==> config.mk <==
export PLATFORM = sky130hd
export DESIGN_NAME = sha256_stream_hasher
export DESIGN_NICKNAME = d
export VERILOG_FILES = /design/src/rtl/core/sha256_pkg.sv /design/src/rtl/core/sha256_stream_hasher.sv
export SDC_FILE = /design/constraint.sdc
export NUM_CORES = 2
export LEC_CHECK = 0
export BUFFER_PORTS_ARGS = -buffer_cell sky130_fd_sc_hd__clkbuf_2
export CAP_MARGIN = 25
export CELL_PAD_IN_SITES_DETAIL_PLACEMENT = 0
export CELL_PAD_IN_SITES_GLOBAL_PLACEMENT = 1
export CORE_MARGIN = 3
export CORE_UTILIZATION = 55
export CTS_BUF_LIST = sky130_fd_sc_hd__clkbuf_8
export DETAILED_ROUTE_END_ITERATION = 10
export HOLD_SLACK_MARGIN = 0.08
export PLACE_DENSITY_LB_ADDON = 0.12
export SYNTH_ARGS = -nofsm -noshare
export SYNTH_HDL_FRONTEND = slang
export SYNTH_SLANG_ARGS = --single-unit
export TNS_END_PERCENT = 10
==> constraint.sdc <==
create_clock -name clk -period 49.4 [get_ports clk]
set_input_delay 4.94 -clock clk [delete_from_list [all_inputs] [get_ports clk]]
set_output_delay 4.94 -clock clk [all_outputs]
set_load 0.03 [all_outputs]
==> src/rtl/core/sha256_pkg.sv <==
// ----------------------------------------------------------------------------
// sha256_pkg
// round constants, initial hash values and the sha-256 round functions
// ----------------------------------------------------------------------------
package sha256_pkg;

  localparam logic [31:0] ROUND_K [64] = '{
    32'h428a2f98, 32'h71374491, 32'hb5c0fbcf, 32'he9b5dba5,
    32'h3956c25b, 32'h59f111f1, 32'h923f82a4, 32'hab1c5ed5,
    32'hd807aa98, 32'h12835b01, 32'h243185be, 32'h550c7dc3,
    32'h72be5d74, 32'h80deb1fe, 32'h9bdc06a7, 32'hc19bf174,
    32'he49b69c1, 32'hefbe4786, 32'h0fc19dc6, 32'h240ca1cc,
    32'h2de92c6f, 32'h4a7484aa, 32'h5cb0a9dc, 32'h76f988da,
    32'h983e5152, 32'ha831c66d, 32'hb00327c8, 32'hbf597fc7,
    32'hc6e00bf3, 32'hd5a79147, 32'h06ca6351, 32'h14292967,
    32'h27b70a85, 32'h2e1b2138, 32'h4d2c6dfc, 32'h53380d13,
    32'h650a7354, 32'h766a0abb, 32'h81c2c92e, 32'h92722c85,
    32'ha2bfe8a1, 32'ha81a664b, 32'hc24b8b70, 32'hc76c51a3,
    32'hd192e819, 32'hd6990624, 32'hf40e3585, 32'h106aa070,
    32'h19a4c116, 32'h1e376c08, 32'h2748774c, 32'h34b0bcb5,
    32'h391c0cb3, 32'h4ed8aa4a, 32'h5b9cca4f, 32'h682e6ff3,
    32'h748f82ee, 32'h78a5636f, 32'h84c87814, 32'h8cc70208,
    32'h90befffa, 32'ha4506ceb, 32'hbef9a3f7, 32'hc67178f2
  };

  localparam logic [31:0] INIT_H [8] = '{
    32'h6a09e667, 32'hbb67ae85, 32'h3c6ef372, 32'ha54ff53a,
    32'h510e527f, 32'h9b05688c, 32'h1f83d9ab, 32'h5be0cd19
  };

  localparam logic [7:0] PAD_BYTE = 8'h80;
  localparam logic [5:0] LEN_POS  = 6'd56;

  typedef logic [31:0] word_t;

  function automatic word_t ror(input word_t x, input int n);
    ror = (x >> n) | (x << (32 - n));
  endfunction

  function automatic word_t small_s0(input word_t x);
    small_s0 = ror(x, 7) ^ ror(x, 18) ^ (x >> 3);
  endfunction

  function automatic word_t small_s1(input word_t x);
    small_s1 = ror(x, 17) ^ ror(x, 19) ^ (x >> 10);
  endfunction

  function automatic word_t big_s0(input word_t x);
    big_s0 = ror(x, 2) ^ ror(x, 13) ^ ror(x, 22);
  endfunction

  function automatic word_t big_s1(input word_t x);
    big_s1 = ror(x, 6) ^ ror(x, 11) ^ ror(x, 25);
  endfunction

endpackage

==> src/rtl/core/sha256_stream_hasher.sv <==
// ----------------------------------------------------------------------------
// sha256_stream_hasher
// byte-serial sha-256 with padding and eight-word digest output
// ----------------------------------------------------------------------------
// A byte request is taken only while idle. The 64th byte of a block also
// starts the compression, and input stays blocked while it runs: 64 rounds
// through one shared round unit, one a cycle, then a fold of the result into
// the chain; no new byte is taken before that fold. A finishing request
// first writes the pad bytes, one a cycle, from the 0x80 position up to
// position 63, then runs a compression. A second pad block and compression
// follow when the 0x80 lands at position 56 or later. The eight digest words
// then go out, word 0 first, one per accepted result. When the finish rides
// on the 64th byte, that block is compressed first. The message schedule is
// a 16-word sliding window, loaded from the buffer during the first 16 rounds.
module sha256_stream_hasher (
  input  logic        clk,
  input  logic        rst_n,
  input  logic        in_tvalid,
  output logic        in_tready,
  input  logic [7:0]  in_tdata,   // [7:0] data_byte
  input  logic [1:0]  in_tuser,   // [0] has_byte, [1] end_of_message
  output logic        out_tvalid,
  input  logic        out_tready,
  output logic [31:0] out_tdata,  // [31:0] digest_word
  output logic [2:0]  out_tuser,  // [2:0] word_index
  output logic        out_tlast   // last_word
);

  typedef enum logic [2:0] {
    S_IDLE, S_PAD, S_ROUND, S_FOLD, S_EMIT
  } state_t;

  state_t             state_r;
  logic [31:0]        h_r [8];
  logic [31:0]        v_r [8];
  logic [31:0]        w_r [16];
  logic [31:0]        blk_r [16];  // block buffer, big-endian bytes per word
  logic [5:0]         pend_r;
  logic [63:0]        bits_r;
  logic [5:0]         rnd_r;
  logic               fin_r;       // finish pending after this data block
  logic               pad_mode_r;  // compression in flight is a pad block
  logic               len_blk_r;   // current pad block carries the length
  logic               mark_r;      // next pad byte is the 0x80 marker
  logic [5:0]         pad_r;
  logic [2:0]         oidx_r;

  // message word for this round
  logic [31:0] w_cur, t1, t2;
  always_comb begin
    if (rnd_r < 6'd16) begin
      w_cur = blk_r[rnd_r[3:0]];
    end else begin
      w_cur = sha256_pkg::small_s1(w_r[14]) + w_r[9]
            + sha256_pkg::small_s0(w_r[1]) + w_r[0];
    end
    t1 = v_r[7] + sha256_pkg::big_s1(v_r[4])
       + ((v_r[4] & v_r[5]) ^ (~v_r[4] & v_r[6]))
       + sha256_pkg::ROUND_K[rnd_r] + w_cur;
    t2 = sha256_pkg::big_s0(v_r[0])
       + ((v_r[0] & v_r[1]) ^ (v_r[0] & v_r[2]) ^ (v_r[1] & v_r[2]));
  end

  // pad byte at position pad_r
  logic [7:0] pad_byte;
  always_comb begin
    if (mark_r) begin
      pad_byte = sha256_pkg::PAD_BYTE;
    end else if (len_blk_r && pad_r >= sha256_pkg::LEN_POS) begin
      pad_byte = bits_r[{~pad_r[2:0], 3'b000} +: 8];
    end else begin
      pad_byte = 8'h00;
    end
  end

  assign in_tready  = (state_r == S_IDLE);
  assign out_tvalid = (state_r == S_EMIT);
  assign out_tdata  = h_r[oidx_r];
  assign out_tuser  = oidx_r;
  assign out_tlast  = (oidx_r == 3'd7);

  always_ff @(posedge clk) begin
    if (!rst_n) begin
      state_r    <= S_IDLE;
      pend_r     <= '0;
      bits_r     <= '0;
      rnd_r      <= '0;
      fin_r      <= 1'b0;
      pad_mode_r <= 1'b0;
      len_blk_r  <= 1'b0;
      mark_r     <= 1'b0;
      pad_r      <= '0;
      oidx_r     <= '0;
      for (int i = 0; i < 8; i++) h_r[i] <= sha256_pkg::INIT_H[i];
    end else begin
      case (state_r)
        S_IDLE: begin
          if (in_tvalid) begin
            if (in_tuser[0]) begin
              blk_r[pend_r[5:2]][{~pend_r[1:0], 3'b000} +: 8] <= in_tdata;
              pend_r <= pend_r + 6'd1;
              bits_r <= bits_r + 64'd8;
            end
            if (in_tuser[0] && pend_r == 6'd63) begin
              fin_r <= in_tuser[1];
              rnd_r <= '0;
              for (int i = 0; i < 8; i++) v_r[i] <= h_r[i];
              state_r <= S_ROUND;
            end else if (in_tuser[1]) begin
              // marker goes right after the last message byte
              pad_r      <= in_tuser[0] ? pend_r + 6'd1 : pend_r;
              len_blk_r  <= in_tuser[0] ? (pend_r < sha256_pkg::LEN_POS - 6'd1)
                                        : (pend_r < sha256_pkg::LEN_POS);
              mark_r     <= 1'b1;
              pad_mode_r <= 1'b1;
              state_r    <= S_PAD;
            end
          end
        end
        S_PAD: begin
          blk_r[pad_r[5:2]][{~pad_r[1:0], 3'b000} +: 8] <= pad_byte;
          mark_r <= 1'b0;
          pad_r  <= pad_r + 6'd1;
          if (pad_r == 6'd63) begin
            rnd_r <= '0;
            for (int i = 0; i < 8; i++) v_r[i] <= h_r[i];
            state_r <= S_ROUND;
          end
        end
        S_ROUND: begin
          for (int i = 0; i < 15; i++) w_r[i] <= w_r[i + 1];
          w_r[15] <= w_cur;
          v_r[7] <= v_r[6];
          v_r[6] <= v_r[5];
          v_r[5] <= v_r[4];
          v_r[4] <= v_r[3] + t1;
          v_r[3] <= v_r[2];
          v_r[2] <= v_r[1];
          v_r[1] <= v_r[0];
          v_r[0] <= t1 + t2;
          rnd_r  <= rnd_r + 6'd1;
          if (rnd_r == 6'd63) state_r <= S_FOLD;
        end
        S_FOLD: begin
          for (int i = 0; i < 8; i++) h_r[i] <= h_r[i] + v_r[i];
          if (pad_mode_r && len_blk_r) begin
            oidx_r  <= '0;
            state_r <= S_EMIT;
          end else if (pad_mode_r) begin
            // second pad block: zeros then the length
            pad_r     <= '0;
            mark_r    <= 1'b0;
            len_blk_r <= 1'b1;
            state_r   <= S_PAD;
          end else if (fin_r) begin
            // finish right after a full data block
            fin_r      <= 1'b0;
            pad_r      <= '0;
            mark_r     <= 1'b1;
            len_blk_r  <= 1'b1;
            pad_mode_r <= 1'b1;
            state_r    <= S_PAD;
          end else begin
            state_r <= S_IDLE;
          end
        end
        S_EMIT: begin
          if (out_tready) begin
            oidx_r <= oidx_r + 3'd1;
            if (oidx_r == 3'd7) begin
              for (int i = 0; i < 8; i++) h_r[i] <= sha256_pkg::INIT_H[i];
              pend_r     <= '0;
              bits_r     <= '0;
              pad_mode_r <= 1'b0;
              state_r    <= S_IDLE;
            end
          end
        end
        default: state_r <= S_IDLE;
      endcase
    end
  end

endmodule
==> flow_summary_export.csv <==
group,metric,value,unit
worst_setup_path,cpPeakStageDelay,0.72,ns
worst_setup_path,critPathCapture,"v_r[0][30]",
die,die_w,409.9,µm
die,core_area,161300,µm²
worst_setup_path,start_kind,"flop",
timing,rsz0062_at_grt,"no",
layout,multi_input_area,40190,µm²
yosys,async_flop_share,0,
clock_tree,cts_sinks,1632,
global_routing,grt_pass1_vias,58875,
layout,layout-drive-gt1-share,0.1132,
routing,drtIter0Drc,6864,
worst_setup_path,rrSetupSlack,37.63,ns
worst_setup_path,critPathRequiredTime,50.12,ns
timing,hold_violations,0,
timing,finalSetupViolCount,0,
worst_setup_path,worstPathMaxFanout,4,
clock_tree,clk_pin_slew,0.07,ns
yosys,synth-seq-cells,1632,
worst_setup_path,critPathKind,"flop to flop",
place,placed_cells,9577,
global_routing,grt_use_total,0.3160,
layout,finalNonFillerCells,10091,
die,std_cell_rows,147,
worst_setup_path,r2r_cells,44,
routing,vias_per_cell,6.082,
run,maxCapViolCount,0,
yosys,synth_xor_xnor_area_share,0.06070,
clock_tree,cts_buffer_depth,4,
worst_setup_path,crit_start,"w_r[0][52]",
clock_tree,cts_buffers,296,
timing,period_needed,11.77,ns
pwr,power_density,29.04,nW/µm²
hold_path,hold_depth,0,
routing,drc,0,
clock_tree,cts-root-buf,"clkbuf_8",
layout,final_nets,8346,
clock_tree,hold_buffers,0,
yosys,synth_fa_ha_area_frac,0.1016,
yosys,postSynthCellCount,7623,
clock_tree,cts_setup_buffers,0,
die,die_area,168100,µm²
timing,finalCritPeriodShare,0.2383,
routing,first_pass_iters,8,
clock_tree,htreeDepth,5,
routing,drtAntennaViolNets,0,
timing,max_freq,84.95,MHz
routing,vias,61374,
pwr,ir_drop,0.05056,mV
worst_setup_path,crit_slowest_cell,"a2111oi_0",
worst_setup_path,r2r-start,"w_r[0][52]",
routing,totalWireLength,266900,µm
clock_tree,post_cts_resize_count,0,
layout,seq_area,46790,µm²
worst_setup_path,cpMostUsedCell,"fa_1",
worst_setup_path,regToRegEndpoint,"v_r[0][30]",
place,place.gp.congestion,0.9669,
yosys,synth_ff_type,"edfxtp_1",
hold_path,hold_path_class,"flop to flop",
timing,final.setup.tns,0,ns
worst_setup_path,cp.arrival,12.49,ns
routing,wl_per_cell,26.45,µm
yosys,yosysUniqueCellTypes,101,
global_routing,grt_max_degree,187,
die,initial_core_util,0.5564,
layout,fillers,13045,
layout,mostFrequentLayoutCell,"edfxtp_1",
yosys,synth_compound_area_frac,0.1127,
yosys,syn_area,89740,µm²
global_routing,antenna_found_initial,5,
yosys,synth_nets,8244,
yosys,synth.area.mux_share,0.07013,
yosys,synth-simple-area-share,0.1019,
timing,slew_headroom,0.1919,
place,io_buffers,51,
layout,syn_to_final_growth,8.711,%
global_routing,grt_pass1_wl,394800,µm
timing,maxSlewViolCount,0,
run_status,status,"complete, no violations",
timing,fin_skew,0.09895,ns
clock_tree,cts_tree,"done",
yosys,syn_area_per_cell,11.77,µm²
place,place_hpwl,193300,µm
layout,mostFrequentLayoutCells,"1408 x edfxtp_1, 1090 x nand2_1, 492 x inv_1, 461 x nor2_1, 436 x a21oi_1",
timing,worstMarginPinSlew,1.204,ns
die,io_pins,52,
pwr,p_leak,36.18,nW
yosys,synth_top_family_by_area,"compound AO/OA/AOI/OAI gates",
clock_tree,insertion_delay,1.05,ns
yosys,synth-seq-area-share,0.5211,
yosys,synth_edf_count,1408,
die,die_y,409.9,µm
global_routing,overflow,0,
worst_setup_path,end_kind,"flop",
yosys,yosysWarnings,0,
[critical path, delay by kind of cell (launching register included)]
family / cells / cell delay [ns]
DFF: 1 / 0.47
and+or+nand+nor: 7 / 1.11
adders and majority gates: 9 / 3.99
AOI/OAI and AO/OA: 18 / 4.78
buffers and inverters: 5 / 0.26
xor gates and xnor gates: 5 / 0.85
[where the power goes]
| part | switching [W] | internal (W) |
|---|---|---|
| Clock | 0.000560 | 0.000601 |
| Combinational | 0.000104 | 0.0000689 |
| Sequential | 0.00000670 | 0.00149 |
[layer usage]
metal	share of wire	track usage	vias to the layer above
li1	-	-	27897
met1	0.46	0.4892	30391
met2	0.43	0.4535	2621
met3	0.085	0.05694	463
met4	0.031	0.09693	2
met5	0.000049	0	-
[state kept, by name (all words and copies together), names as in the netlist, named ones only]
| signal | count |
|---|---|
| v_r | 256 |
| h_r | 256 |
| blk_r | 512 |
| pad_mode_r | 1 |
| state_r | 3 |
| pad_r | 6 |
| rnd_r | 6 |
| bits_r | 61 |
| len_blk_r | 1 |
| fin_r | 1 |
| mark_r | 1 |
| out_tuser | 3 |
| w_r | 512 |
| pend_r | 6 |
[Yosys cell counts (all sizes together), types with 10 or more instances]
cell	instances	area (µm²)
nand3	88	440.4
xor2	227	1996
o21a	73	556.8
a22o	39	341.6
nor3	97	495.5
a21boi	13	101.4
edfxtp	1408	42280
o31ai	23	172.7
mux4	241	5428
and2	33	206.5
o311ai	12	105.1
a31oi	51	319.1
xnor2	389	3407
dfxtp	224	4484
mux2i	19	190.2
fa	196	3924
buf	50	195.2
and4	10	87.58
mux2	60	675.7
inv	403	1513
a21o	203	1525
or2	32	200.2
nand2	1095	4110
a22oi	18	135.1
nor2b	55	351.6
a311oi	18	175.2
clkbuf	293	1130
o211ai	77	578.1
a2111oi	14	142.6
o21ai	401	2007
nand4	32	200.2
ha	411	5142
and3	50	315.3
a211oi	57	440.4
or3	46	292.8
o21bai	47	352.8
nor2	463	1738
a21oi	438	2196
nand2b	54	337.8
[worst min-delay path by stage]
| stage | endpoint | start | slack, ns |
|---|---|---|---|
| floorplan | w_r[0][100] | w_r[0][132] | 0.40 |
| global placement | w_r[0][188] | w_r[0][220] | 0.40 |
| detailed placement | w_r[0][100] | w_r[0][132] | 0.40 |
| CTS | w_r[1][211] | w_r[1][243] | 0.36 |
| global route | w_r[0][187] | w_r[0][219] | 0.37 |
| finish | w_r[0][187] | w_r[0][219] | 0.37 |
[cell families after synthesis]
logic type | Yosys count
simple gates | 2102
compound gates | 1587
fa+ha+maj | 612
xor+xnor | 618
buf+inv | 752
flops | 1632
mux | 320
[stage by stage]
step                power [W]  worst slack [ns]  hold WS [ns]  utilization  instance area, µm²
detailed placement   0.001698             37.96        0.4045       0.5718               92230
global placement     0.001696             37.91        0.4003       0.5714               92180
finish               0.002833             37.63        0.3749       0.6048               97560
CTS                  0.002857             37.81        0.3572       0.6039               97400
floorplan            0.001651             28.58        0.4003            -               89740
global route         0.002939             37.05        0.3664       0.6048               97550
[layout make-up]
class / instances / share of cell area
Antenna cell: 7 / 0.0001795
Sequential cell: 1632 / 0.4796
Multi-Input combinational cell: 5239 / 0.4120
Inverter: 408 / 0.01580
Timing Repair Buffer: 148 / 0.01171
Tap cell: 2160 / 0.02770
Clock inverter: 181 / 0.008439
Clock buffer: 316 / 0.04458
(Power assumes the default switching activity.)
